<file path="src/hw/rtl/file_mode_expression_parser_assert.svh">
`ifndef FILE_MODE_EXPRESSION_PARSER_ASSERT_SVH
`define FILE_MODE_EXPRESSION_PARSER_ASSERT_SVH

// same-cycle implication, sampled on clk, off while rst_n is low
`define FMEP_ASSERT_NOW(lbl, pre, post, msg) \
    lbl: assert property (@(posedge clk) disable iff (!rst_n) (pre) |-> (post)) \
        else $error(msg);

// next-cycle implication, sampled on clk, off while rst_n is low
`define FMEP_ASSERT_NEXT(lbl, pre, post, msg) \
    lbl: assert property (@(posedge clk) disable iff (!rst_n) (pre) |=> (post)) \
        else $error(msg);

`endif

</file>
<file path="src/hw/rtl/fmep_pkg.sv">
package fmep_pkg;

    localparam int MODE_BITS = 16;

    typedef enum logic [0:0] {
        PH_CLASS = 1'b0,
        PH_PERM  = 1'b1
    } phase_t;

    typedef enum logic [1:0] {
        OP_ADD = 2'd0,
        OP_SUB = 2'd1,
        OP_SET = 2'd2
    } op_t;

    typedef enum logic [1:0] {
        REG_START_MODE = 2'd0,
        REG_UMASK      = 2'd1,
        REG_IS_DIR     = 2'd2
    } reg_index_t;

    localparam logic [7:0] CH_0     = 8'h30;
    localparam logic [7:0] CH_7     = 8'h37;
    localparam logic [7:0] CH_U     = 8'h75;
    localparam logic [7:0] CH_G     = 8'h67;
    localparam logic [7:0] CH_O     = 8'h6F;
    localparam logic [7:0] CH_A     = 8'h61;
    localparam logic [7:0] CH_PLUS  = 8'h2B;
    localparam logic [7:0] CH_MINUS = 8'h2D;
    localparam logic [7:0] CH_EQ    = 8'h3D;
    localparam logic [7:0] CH_COMMA = 8'h2C;
    localparam logic [7:0] CH_R     = 8'h72;
    localparam logic [7:0] CH_W     = 8'h77;
    localparam logic [7:0] CH_X     = 8'h78;
    localparam logic [7:0] CH_BIG_X = 8'h58;
    localparam logic [7:0] CH_S     = 8'h73;
    localparam logic [7:0] CH_T     = 8'h74;

    localparam logic [8:0]  PERM_R    = 9'o444;
    localparam logic [8:0]  PERM_W    = 9'o222;
    localparam logic [8:0]  PERM_X    = 9'o111;
    localparam logic [15:0] LOW12     = 16'o7777;
    localparam logic [2:0]  OCT_DIGITS = 3'd4;
    localparam logic [2:0]  COUNT_SAT  = 3'd5;
    localparam logic [8:0]  UMASK_RESET = 9'd18;

    typedef struct packed {
        logic [MODE_BITS-1:0] working_mode;
        logic [11:0]          octal_value;
        logic                 octal_possible;
        logic [2:0]           char_count;
        phase_t               phase;
        logic [2:0]           class_mask;
        logic                 class_explicit;
        op_t                  op;
        logic [8:0]           req_perm;
        logic [2:0]           req_special;
        logic                 failed;
    } parse_state_t;

    typedef struct packed {
        logic [MODE_BITS-1:0] mode;
        logic                 error;
    } parse_result_t;

    localparam parse_state_t STATE_CLEAR = '{
        working_mode:   '0,
        octal_value:    '0,
        octal_possible: 1'b1,
        char_count:     '0,
        phase:          PH_CLASS,
        class_mask:     '0,
        class_explicit: 1'b0,
        op:             OP_ADD,
        req_perm:       '0,
        req_special:    '0,
        failed:         1'b0
    };

    // copy one 3-bit group into every selected class
    function automatic logic [8:0] spread(input logic [2:0] three, input logic [2:0] cls);
        return {three & {3{cls[2]}}, three & {3{cls[1]}}, three & {3{cls[0]}}};
    endfunction

    function automatic logic [MODE_BITS-1:0] apply_clause(
        input logic [MODE_BITS-1:0] wm,
        input logic [2:0]           cls,
        input logic                 expl,
        input op_t                  op,
        input logic [8:0]           req_perm,
        input logic [2:0]           req_special,
        input logic [8:0]           umask
    );
        logic [8:0]           affected;
        logic [8:0]           req;
        logic [MODE_BITS-1:0] m;
        affected = spread(3'b111, cls);
        if (!expl)
        begin
            affected = affected & ~umask;
        end
        req = req_perm & affected;
        m = wm;
        if (op == OP_SET)
        begin
            m = m & ~{4'b0, cls, affected};
        end
        if (op == OP_SUB)
        begin
            m = m & ~{4'b0, req_special, req};
        end
        else
        begin
            m = m | {4'b0, req_special, req};
        end
        return m;
    endfunction

endpackage

</file>
<file path="src/hw/rtl/fmep_step.sv">
module fmep_step
    import fmep_pkg::*;
#(
    parameter int MODE_WIDTH = 16
)
(
    input  parse_state_t         cur,
    input  logic [7:0]           character,
    input  logic                 last,
    input  logic [MODE_BITS-1:0] start_mode,
    input  logic [8:0]           umask_bits,
    input  logic                 target_is_directory,
    output parse_state_t         nxt,
    output parse_result_t        res
);

    localparam int KEEP_WIDTH = (MODE_WIDTH < MODE_BITS) ? MODE_WIDTH : MODE_BITS;
    localparam logic [MODE_BITS-1:0] MODE_MASK =
        MODE_BITS'((33'd1 << KEEP_WIDTH) - 33'd1);

    parse_state_t         s;
    logic [MODE_BITS-1:0] wm;
    logic [MODE_BITS-1:0] applied;
    logic                 digit;
    logic                 is_comma;
    logic                 enter_perm;
    logic                 apply_en;

    always_comb
    begin
        wm = (cur.char_count == '0) ? (start_mode & MODE_MASK) : cur.working_mode;
        s = cur;
        s.working_mode = wm;
        is_comma = 1'b0;
        enter_perm = 1'b0;

        // octal reading
        digit = (character >= CH_0) && (character <= CH_7);
        if (digit && (cur.char_count < OCT_DIGITS))
        begin
            s.octal_value = {cur.octal_value[8:0], character[2:0]};
        end
        else
        begin
            s.octal_possible = 1'b0;
        end
        if (cur.char_count < COUNT_SAT)
        begin
            s.char_count = cur.char_count + 3'd1;
        end

        // symbolic reading
        if (!cur.failed)
        begin
            if (cur.phase == PH_CLASS)
            begin
                case (character)
                    CH_U:
                    begin
                        s.class_mask = cur.class_mask | 3'b100;
                        s.class_explicit = 1'b1;
                    end
                    CH_G:
                    begin
                        s.class_mask = cur.class_mask | 3'b010;
                        s.class_explicit = 1'b1;
                    end
                    CH_O:
                    begin
                        s.class_mask = cur.class_mask | 3'b001;
                        s.class_explicit = 1'b1;
                    end
                    CH_A:
                    begin
                        s.class_mask = 3'b111;
                        s.class_explicit = 1'b1;
                    end
                    CH_PLUS:
                    begin
                        s.op = OP_ADD;
                        enter_perm = 1'b1;
                    end
                    CH_MINUS:
                    begin
                        s.op = OP_SUB;
                        enter_perm = 1'b1;
                    end
                    CH_EQ:
                    begin
                        s.op = OP_SET;
                        enter_perm = 1'b1;
                    end
                    default:
                    begin
                        s.failed = 1'b1;
                    end
                endcase
                if (enter_perm)
                begin
                    if (!cur.class_explicit)
                    begin
                        s.class_mask = 3'b111;
                    end
                    s.phase = PH_PERM;
                    s.req_perm = '0;
                    s.req_special = '0;
                end
            end
            else
            begin
                case (character)
                    CH_COMMA: is_comma = 1'b1;
                    CH_R:     s.req_perm = cur.req_perm | PERM_R;
                    CH_W:     s.req_perm = cur.req_perm | PERM_W;
                    CH_X:     s.req_perm = cur.req_perm | PERM_X;
                    CH_BIG_X:
                    begin
                        if (target_is_directory || (|(wm[8:0] & PERM_X)))
                        begin
                            s.req_perm = cur.req_perm | PERM_X;
                        end
                    end
                    CH_S:
                    begin
                        s.req_special[2] = cur.req_special[2] | cur.class_mask[2];
                        s.req_special[1] = cur.req_special[1] | cur.class_mask[1];
                    end
                    CH_T:     s.req_special[0] = 1'b1;
                    CH_U:     s.req_perm = cur.req_perm | spread(wm[8:6], cur.class_mask);
                    CH_G:     s.req_perm = cur.req_perm | spread(wm[5:3], cur.class_mask);
                    CH_O:     s.req_perm = cur.req_perm | spread(wm[2:0], cur.class_mask);
                    default:  s.failed = 1'b1;
                endcase
            end
        end

        // clause ends on a comma or at the end of the expression
        apply_en = !s.failed && (s.phase == PH_PERM) && (is_comma || last);
        applied = apply_clause(wm, s.class_mask, s.class_explicit, s.op,
                               s.req_perm, s.req_special, umask_bits) & MODE_MASK;
        if (apply_en)
        begin
            s.working_mode = applied;
        end
        if (is_comma)
        begin
            s.phase = PH_CLASS;
            s.class_mask = '0;
            s.class_explicit = 1'b0;
        end

        if (s.octal_possible)
        begin
            res.error = 1'b0;
            res.mode = ((wm & ~LOW12) | {4'b0, s.octal_value}) & MODE_MASK;
        end
        else
        begin
            res.error = s.failed || (s.phase != PH_PERM);
            res.mode = res.error ? '0 : s.working_mode;
        end

        nxt = last ? STATE_CLEAR : s;
    end

endmodule

</file>
<file path="src/hw/rtl/file_mode_expression_parser.sv">
// channel   direction  payload (low bit first)          handshake
// s_*       in         tdata: character; tlast: last     s_tvalid / s_tready
// m_*       out        tdata: new_mode; tuser: error     m_tvalid / m_tready
// cfg_*     in         cfg_addr selects, cfg_wdata       cfg_we, no wait
//
// one character per cycle while no final character waits (see below): input register,
// then parse logic into the parse state and, on the final character, into the result register
// a final character waits in the input register only while an unread result is
// stalled by m_tready low; other characters never wait on the output side
// rst_n clears the parse state, both valid flags and the registers
// (start_mode 0, umask_bits 18, target_is_directory 0)
`include "file_mode_expression_parser_assert.svh"

module file_mode_expression_parser
    import fmep_pkg::*;
#(
    parameter int MODE_WIDTH = 16
)
(
    input  logic        clk,
    input  logic        rst_n,

    input  logic        s_tvalid,
    output logic        s_tready,
    input  logic [7:0]  s_tdata,   // [7:0] character
    input  logic        s_tlast,

    output logic        m_tvalid,
    input  logic        m_tready,
    output logic [15:0] m_tdata,   // [15:0] new_mode
    output logic [0:0]  m_tuser,   // [0] error

    input  logic        cfg_we,
    input  logic [1:0]  cfg_addr,
    input  logic [15:0] cfg_wdata
);

    logic [MODE_BITS-1:0] start_mode_reg;
    logic [8:0]           umask_reg;
    logic                 is_dir_reg;

    logic                 in_valid_reg;
    logic                 in_valid_next;
    logic [7:0]           in_char_reg;
    logic                 in_last_reg;

    parse_state_t         state_reg;
    parse_state_t         state_next;
    parse_state_t         step_state;
    parse_result_t        step_res;

    logic                 out_valid_reg;
    logic                 out_valid_next;
    logic [MODE_BITS-1:0] out_mode_reg;
    logic                 out_error_reg;

    logic                 in_take;
    logic                 proc;
    logic                 finish;

    always_ff @(posedge clk or negedge rst_n)
    begin
        if (!rst_n)
        begin
            start_mode_reg <= '0;
            umask_reg      <= UMASK_RESET;
            is_dir_reg     <= 1'b0;
        end
        else if (cfg_we)
        begin
            case (reg_index_t'(cfg_addr))
                REG_START_MODE: start_mode_reg <= cfg_wdata;
                REG_UMASK:      umask_reg      <= cfg_wdata[8:0];
                REG_IS_DIR:     is_dir_reg     <= cfg_wdata[0];
                default:        ;
            endcase
        end
    end

    assign proc     = in_valid_reg && (!in_last_reg || !out_valid_reg || m_tready);
    assign finish   = proc && in_last_reg;
    assign s_tready = !in_valid_reg || proc;
    assign in_take  = s_tvalid && s_tready;

    fmep_step #(
        .MODE_WIDTH (MODE_WIDTH)
    ) u_step (
        .cur                 (state_reg),
        .character           (in_char_reg),
        .last                (in_last_reg),
        .start_mode          (start_mode_reg),
        .umask_bits          (umask_reg),
        .target_is_directory (is_dir_reg),
        .nxt                 (step_state),
        .res                 (step_res)
    );

    always_comb
    begin
        in_valid_next = in_valid_reg;
        if (in_take)
        begin
            in_valid_next = 1'b1;
        end
        else if (proc)
        begin
            in_valid_next = 1'b0;
        end

        state_next = proc ? step_state : state_reg;

        out_valid_next = out_valid_reg;
        if (finish)
        begin
            out_valid_next = 1'b1;
        end
        else if (m_tready)
        begin
            out_valid_next = 1'b0;
        end
    end

    always_ff @(posedge clk or negedge rst_n)
    begin
        if (!rst_n)
        begin
            in_valid_reg  <= 1'b0;
            out_valid_reg <= 1'b0;
            state_reg     <= STATE_CLEAR;
        end
        else
        begin
            in_valid_reg  <= in_valid_next;
            out_valid_reg <= out_valid_next;
            state_reg     <= state_next;
        end
    end

    always_ff @(posedge clk)
    begin
        if (in_take)
        begin
            in_char_reg <= s_tdata;
            in_last_reg <= s_tlast;
        end
        if (finish)
        begin
            out_mode_reg  <= step_res.mode;
            out_error_reg <= step_res.error;
        end
    end

    assign m_tvalid   = out_valid_reg;
    assign m_tdata    = out_mode_reg;
    assign m_tuser[0] = out_error_reg;

    // a result never overwrites one that has not been taken
    `FMEP_ASSERT_NOW(a_no_overwrite, finish, !out_valid_reg || m_tready, "result overwritten")
    // results come only from a final character
    `FMEP_ASSERT_NEXT(a_out_from_last, !finish && (!out_valid_reg || m_tready), !out_valid_reg, "result without final character")
    // parse state starts over after each expression
    `FMEP_ASSERT_NEXT(a_clear_after_last, finish, state_reg.char_count == '0 && !state_reg.failed && state_reg.phase == PH_CLASS, "parse state not cleared")
    // a rejected expression reports a zero mode
    `FMEP_ASSERT_NOW(a_error_zero_mode, out_valid_reg && out_error_reg, out_mode_reg == '0, "error with nonzero mode")

endmodule
</file>
<file path="config.mk">
export PLATFORM = sky130hd
export DESIGN_NAME = file_mode_expression_parser
export DESIGN_NICKNAME = d
export VERILOG_FILES = /design/src/hw/rtl/fmep_pkg.sv /design/src/hw/rtl/fmep_step.sv /design/src/hw/rtl/file_mode_expression_parser.sv
export VERILOG_INCLUDE_DIRS = /design/src /design/src/hw/rtl
export SDC_FILE = /design/constraint.sdc
export NUM_CORES = 1
export LEC_CHECK = 0
export ABC_AREA = 1
export BUFFER_PORTS_ARGS = -buffer_cell sky130_fd_sc_hd__buf_4
export CAP_MARGIN = 5
export CORE_AREA = 10 10 123 125
export DETAILED_ROUTE_END_ITERATION = 12
export DIE_AREA = 0 0 133 135
export GPL_ROUTABILITY_DRIVEN = 0
export GPL_TIMING_DRIVEN = 0
export PLACE_DENSITY = 0.6
export SLEW_MARGIN = 20
export SYNTH_ARGS = -nofsm -noshare
export SYNTH_HDL_FRONTEND = slang
export SYNTH_SLANG_ARGS = --single-unit
</file>
<file path="constraint.sdc">
create_clock -name clk -period 4.8 [get_ports clk]
set_clock_uncertainty 0.2 [all_clocks]
set_input_delay 0.24 -clock clk [delete_from_list [all_inputs] [get_ports clk]]
set_output_delay 0.24 -clock clk [all_outputs]
set_load 0.005 [all_outputs]
</file>
### Yosys cells after proc, flatten, opt, wreduce, memory -nomap -nowiden

Cells that the tools add are included.

| storage, ports and cells | value |
|---|---|
| bits in registers | 106 |

| cells by class | value |
|---|---|
| order comparisons | 4 |
| equal/unequal tests | 18 |
| reduce and logical (&&, ||, !) cells | 30 |
| bitwise operators | 24 |
| $add $sub $neg | 1 |
| mux-type cells | 36 |

Operator list:

| operator | number |
|---|---|
| $eq A8 B7 Y1 const B | 10 |
| $mux W16 | 5 |
| $pmux W9 S7 | 1 |
| $mux W52 | 1 |
| $and A16 B16 Y16 | 2 |
| $eq A8 B6 Y1 const B | 4 |
| $not A12 Y16 | 2 |
| $or A16 B12 Y16 | 2 |
| $and A3 B3 Y3 | 9 |
| $or A9 B9 Y9 | 3 |
| $mux W12 | 2 |
| $mux W20 | 1 |
| $and A9 B9 Y9 | 2 |
| $mux W17 | 1 |
| $pmux W4 S4 | 1 |
| $mux W1 | 14 |
| $mux W7 | 2 |
| $mux W13 | 1 |
| $reduce_or A10 Y1 | 1 |
| $mux W9 | 1 |
| $not A9 Y9 | 1 |
| $ge A8 B6 Y1 const B | 1 |
| $le A8 B6 Y1 const B | 1 |
| $reduce_and A2 Y1 | 4 |
| other kinds (19) | 41 |

### Logic depth before layout (Yosys ltp)

| depth | value |
|---|---|
| depth after elaboration | 18 |
| mapped depth | 20 |
| depth with buffers taken out | 19 |

### Modules after synthesis

From an unflattened synthesis, not the netlist that was laid out.

| second synthesis, totals | value |
|---|---|
| cell total of the unflattened synthesis | 869 |
| area, all modules | 6,279.8 um2 |

By module, submodules not included:

| module | seq. area each (um2) | times used | area an instance (um2) | cells an instance |
|---|---|---|---|---|
| file_mode_expression_parser | 2,786.4 | 1 | 3,953.8 | 366 |
| fmep_step | 0.0 | 1 | 2,326.0 | 503 |

### Worst setup path after synthesis

OpenSTA, ideal clock, no wires.

| timing | value |
|---|---|
| path type | register to register |
| from | reg state_reg[20] in the netlist's numbering |
| to | reg out_mode_reg[5], in the netlist m_tdata[5] (data pin) |
| clock period less this slack | 2,350 ps |
| cell stages (with the launch flop) | 19 |
| slack | 2,450 ps |
| data arrival time | 1,897 ps |
| path through | dfrtp_1 inv_1 ha_1 buf_2 nand2_1 buf_2 nand2_1 o21ai_1 nand2_1 nand3_1 nand2_1 nand2_1 nand3_1 nand2_1 nand2_1 nand3_1 nand3_1 nand3_1 nand2_1 |

RTL lines:

| item | RTL line | text |
|---|---|---|
| start: declaration | file_mode_expression_parser.sv:47 | `parse_state_t state_reg;` |
| start signal: assignment | file_mode_expression_parser.sv:135 | `state_reg <= state_next;` |
| end signal: assignment | file_mode_expression_parser.sv:148 | `out_mode_reg <= step_res.mode;` |
| end: declaration | file_mode_expression_parser.sv:54 | `logic [MODE_BITS-1:0] out_mode_reg;` |

### Final worst setup path

| timing | value |
|---|---|
| from | in m_tready |
| to | reg state_reg[36] in the netlist's numbering |

| on the way | value |
|---|---|
| cells in the longest elaborated chain, start to end | 2 |

RTL lines:

| item | RTL line | text |
|---|---|---|
| start: declaration | file_mode_expression_parser.sv:29 | `input logic m_tready,` |
| $logic_or A1 B1 Y1 | file_mode_expression_parser.sv:80 | `assign proc = in_valid_reg && (!in_last_reg \|\| !out_valid_reg \|\| m_tready);` |
| $logic_and A1 B1 Y1 | file_mode_expression_parser.sv:80 |  |

Every way passes these cells.
A chain may end at the register's enable or synchronous reset.

==> flow_summary.json <==
{
  "run_status": "finished clean",
  "first_pass_grt_wire_length_um": 26100,
  "rr_endpoint": "state_reg[36]",
  "floorplan.io_pins": 51,
  "min_period_ns": 3.12,
  "syn2layout_area_growth_pct": 21.1,
  "clkLatencyLatePin_ns": 0.36,
  "number_of_antenna_violations_at_the_first_check_in_global_routing": 0,
  "core_area_um2": 12600,
  "power_per_cell_area_nw_per_um2": 334,
  "drc": 0,
  "leakage_power_nw": 3.38,
  "totalPowerFinal_mw": 2.28,
  "setup.worst_path.class": "in2reg",
  "ys.warnings.count": 0,
  "rsz0062_at_grt": "false",
  "grt_max_degree": 78,
  "synthDominantCellAreaShare_pct": 32.9,
  "clock_edge_transition_at_the_registers_on_the_reported_setup_and_hold_paths_ns": 0.07,
  "largest_reg_flops": 49,
  "num_antenna_cells": 0,
  "routed_wirelength_um": 15900,
  "first_global_vias": 5148,
  "min_period_over_period_pct": 64.9,
  "share_seq_of_total_power_pct": 46.2,
  "fraction_of_final_layout_cells_sized_beyond_drive_strength_1_pct": 16.6,
  "drtAntennaViolNets": 0,
  "cts_buffers": 9,
  "switching_share_pct": 31.9,
  "nNetsFinal": 840,
  "cts.sinks": 103,
  "grt-ovfl-total": 0,
  "mapped_avg_cell_area_um2": 7.89,
  "power.net_switching_mw": 0.728,
  "critPathCaptureType": "flip-flop",
  "setup_viol": 0,
  "fp.dieW_um": 133,
  "async_flop_share_pct": 74.8,
  "netlist_area_um2": 5630,
  "finalHoldViolCount": 0,
  "max_slew_headroom_pct": 41.6,
  "drt_first_pass_iters": 5,
  "first_iter_violations": 489,
  "design_area_um2": 6820,
  "number_of_flops_mapped_to_enable_cells_by_yosys": 26,
  "setup_slack_of_the_most_critical_reg_to_reg_path_ns": 1.70,
  "clock.fmax_ghz": 0.321,
  "post_syn_nets": 748,
  "transition_at_the_pin_with_the_smallest_max_transition_slack_ns": 0.875,
  "post_synth_num_cell_types": 45,
  "dp_hpwl_um": 12000,
  "tritoncts": "yes",
  "clkPwrFrac_pct": 30.9,
  "via_count": 5050,
  "fill_cells": 1222,
  "yosysTopAreaCell": "sky130_fd_sc_hd__dfrtp_1",
  "synth_area_leaders": "sky130_fd_sc_hd__dfrtp_1, sky130_fd_sc_hd__nand2_1, sky130_fd_sc_hd__edfxtp_1",
  "fp.dieArea_um2": 18000,
  "die_height_um": 135,
  "place.port_buffers": 50,
  "dpl_cell_area_um2": 6220,
  "crit_required_ns": 4.89,
  "detail_route.vias_per_cell": 5.14,
  "report.final.slew_viol_count": 0,
  "worst_ep_arrival_time_ns": 3.21,
  "timing.rr.start": "in_last_reg",
  "cts.root.buffer_cell": "sky130_fd_sc_hd__clkbuf_16",
  "floorplan.initialDensity_pct": 44.8,
  "ys_dominant_reg_cell": "sky130_fd_sc_hd__dfrtp_1",
  "setup_total_negative_slack_ns": 0,
  "globalRouteTotalUtil_pct": 18.1,
  "reg2reg_depth": 6,
  "count_of_buffers_added_by_post_cts_timing_repair_for_setup": 0,
  "clock_tree.buffer_depth": 2,
  "cp_max_fo": 10,
  "fp-row-count": 41,
  "post_synth_inst_count": 714,
  "routed_length_per_placed_instance_um": 16.2,
  "most_frequent_standard_cell_in_the_layout_excluding_fill_and_tap_cells": "sky130_fd_sc_hd__nand2_1",
  "pwr-share-comb_pct": 23.0,
  "yosys_register_bits": 103,
  "layout_common_cells": "sky130_fd_sc_hd__nand2_1, sky130_fd_sc_hd__inv_1, sky130_fd_sc_hd__dfrtp_1, sky130_fd_sc_hd__nand3_1, sky130_fd_sc_hd__buf_4",
  "drv_cap": 0,
  "hold_path.class": "in2async",
  "crit_start": "m_tready",
  "start_kind": "input port",
  "power.internal_mw": 1.55,
  "htree_levels": 3,
  "max-vdd-ir-drop_mv": 0.216,
  "synth_sequential_area_ratio_pct": 48.1
}
per-stage QoR:
| stage | hold slack (ns) | util (%) | std cells | setup WS [ns] |
|---|---|---|---|---|
| global placement | 0.218 | 49.5 | 936 | 1.76 |
| detailed placement | 0.220 | 49.5 | 936 | 1.82 |
| floorplan | -0.256 | - | 714 | 2.45 |
| finish | 0.260 | 54.3 | 983 | 1.68 |
| global route | 0.301 | 54.3 | 983 | 1.60 |
| CTS | 0.282 | 54.2 | 983 | 1.80 |
kinds of logic after synthesis:
group                    count (synthesis)  synth area share (%)
adder cells (fa/ha/maj)                  2                 0.444
AO/OA/AOI/OAI                           94                  9.86
buffers and inverters                  112                  7.79
XOR/XNOR                                 1                 0.155
multiplexers                             9                  1.78
AND/OR/NAND/NOR                        393                  31.8
flip-flops                             103                  48.1
synth_stat cells, types with 4 or more instances:
library cell               instances
sky130_fd_sc_hd__nor2_4            5
sky130_fd_sc_hd__nand2_2          17
sky130_fd_sc_hd__inv_1            85
sky130_fd_sc_hd__nand3_1          64
sky130_fd_sc_hd__clkbuf_1         12
sky130_fd_sc_hd__nand2_1         241
sky130_fd_sc_hd__nor2_2            7
sky130_fd_sc_hd__edfxtp_1         26
sky130_fd_sc_hd__o21ai_0          47
sky130_fd_sc_hd__o21ai_1           6
sky130_fd_sc_hd__dfrtp_1          74
sky130_fd_sc_hd__inv_2             8
sky130_fd_sc_hd__mux2_2            8
sky130_fd_sc_hd__nand2_4           5
sky130_fd_sc_hd__a21oi_1          12
sky130_fd_sc_hd__o22ai_1          16
sky130_fd_sc_hd__nand4_1           4
sky130_fd_sc_hd__nor2_1           36
critical path: stages:
cell                            delay, ns
sky130_fd_sc_hd__dlygate4sd3_1       0.53
sky130_fd_sc_hd__buf_4               0.10
sky130_fd_sc_hd__inv_1               0.06
sky130_fd_sc_hd__a31oi_2             0.47
sky130_fd_sc_hd__clkinv_1            0.43
sky130_fd_sc_hd__nor2_1              0.54
sky130_fd_sc_hd__clkbuf_1            0.52
sky130_fd_sc_hd__nand3_1             0.21
sky130_fd_sc_hd__nand2_1             0.09
power groups by stage:
stage | Clock, mW | Sequential, mW | Combinational [mW]
6_report | 0.704 | 1.05 | 0.524
5_1_grt | 0.754 | 1.06 | 0.588
4_1_cts | 0.719 | 1.05 | 0.521
3_5_place_dp | 0 | 1.07 | 0.498
3_3_place_gp | 0 | 1.06 | 0.489
2_1_floorplan | 0 | 1.05 | 0.338
area by class of cell:
| type | count | area [µm²] | share of cell area, % |
|---|---|---|---|
| flip-flops and latches | 103 | 2710 | 39.7 |
| repair buffers | 81 | 689 | 10.1 |
| well taps | 172 | 215 | 3.15 |
| plain buffers | 18 | 86.3 | 1.27 |
| inverters | 94 | 353 | 5.17 |
| multi-input cells | 499 | 2480 | 36.4 |
| clock inverters | 6 | 43.8 | 0.642 |
| clock buffers | 10 | 239 | 3.50 |
worst max-delay path by stage:
stage	to	depth (start not counted)
6_report	state_reg[36]	9
4_1_cts	state_reg[36]	6
3_3_place_gp	state_reg[36]	6
3_5_place_dp	state_reg[36]	6
2_1_floorplan	m_tdata[5]	18
5_1_grt	m_tdata[2]	17
timing repair:
item                      in CTS  in global routing
gates resized for setup        0                  0
hold endpoints to repair     111                  0
hold buffers                  31                  0
routing by layer:
layer	part of all wire, %	up-vias	global-route usage (%)	wire (µm)
met5	0	-	0	0
met4	1.9	0	5.93	294
met3	5.7	23	4.56	912
met2	48	146	30.2	7590
met1	45	2398	22.5	7090
li1	-	2483	-	-
(Power assumes the default switching activity.)
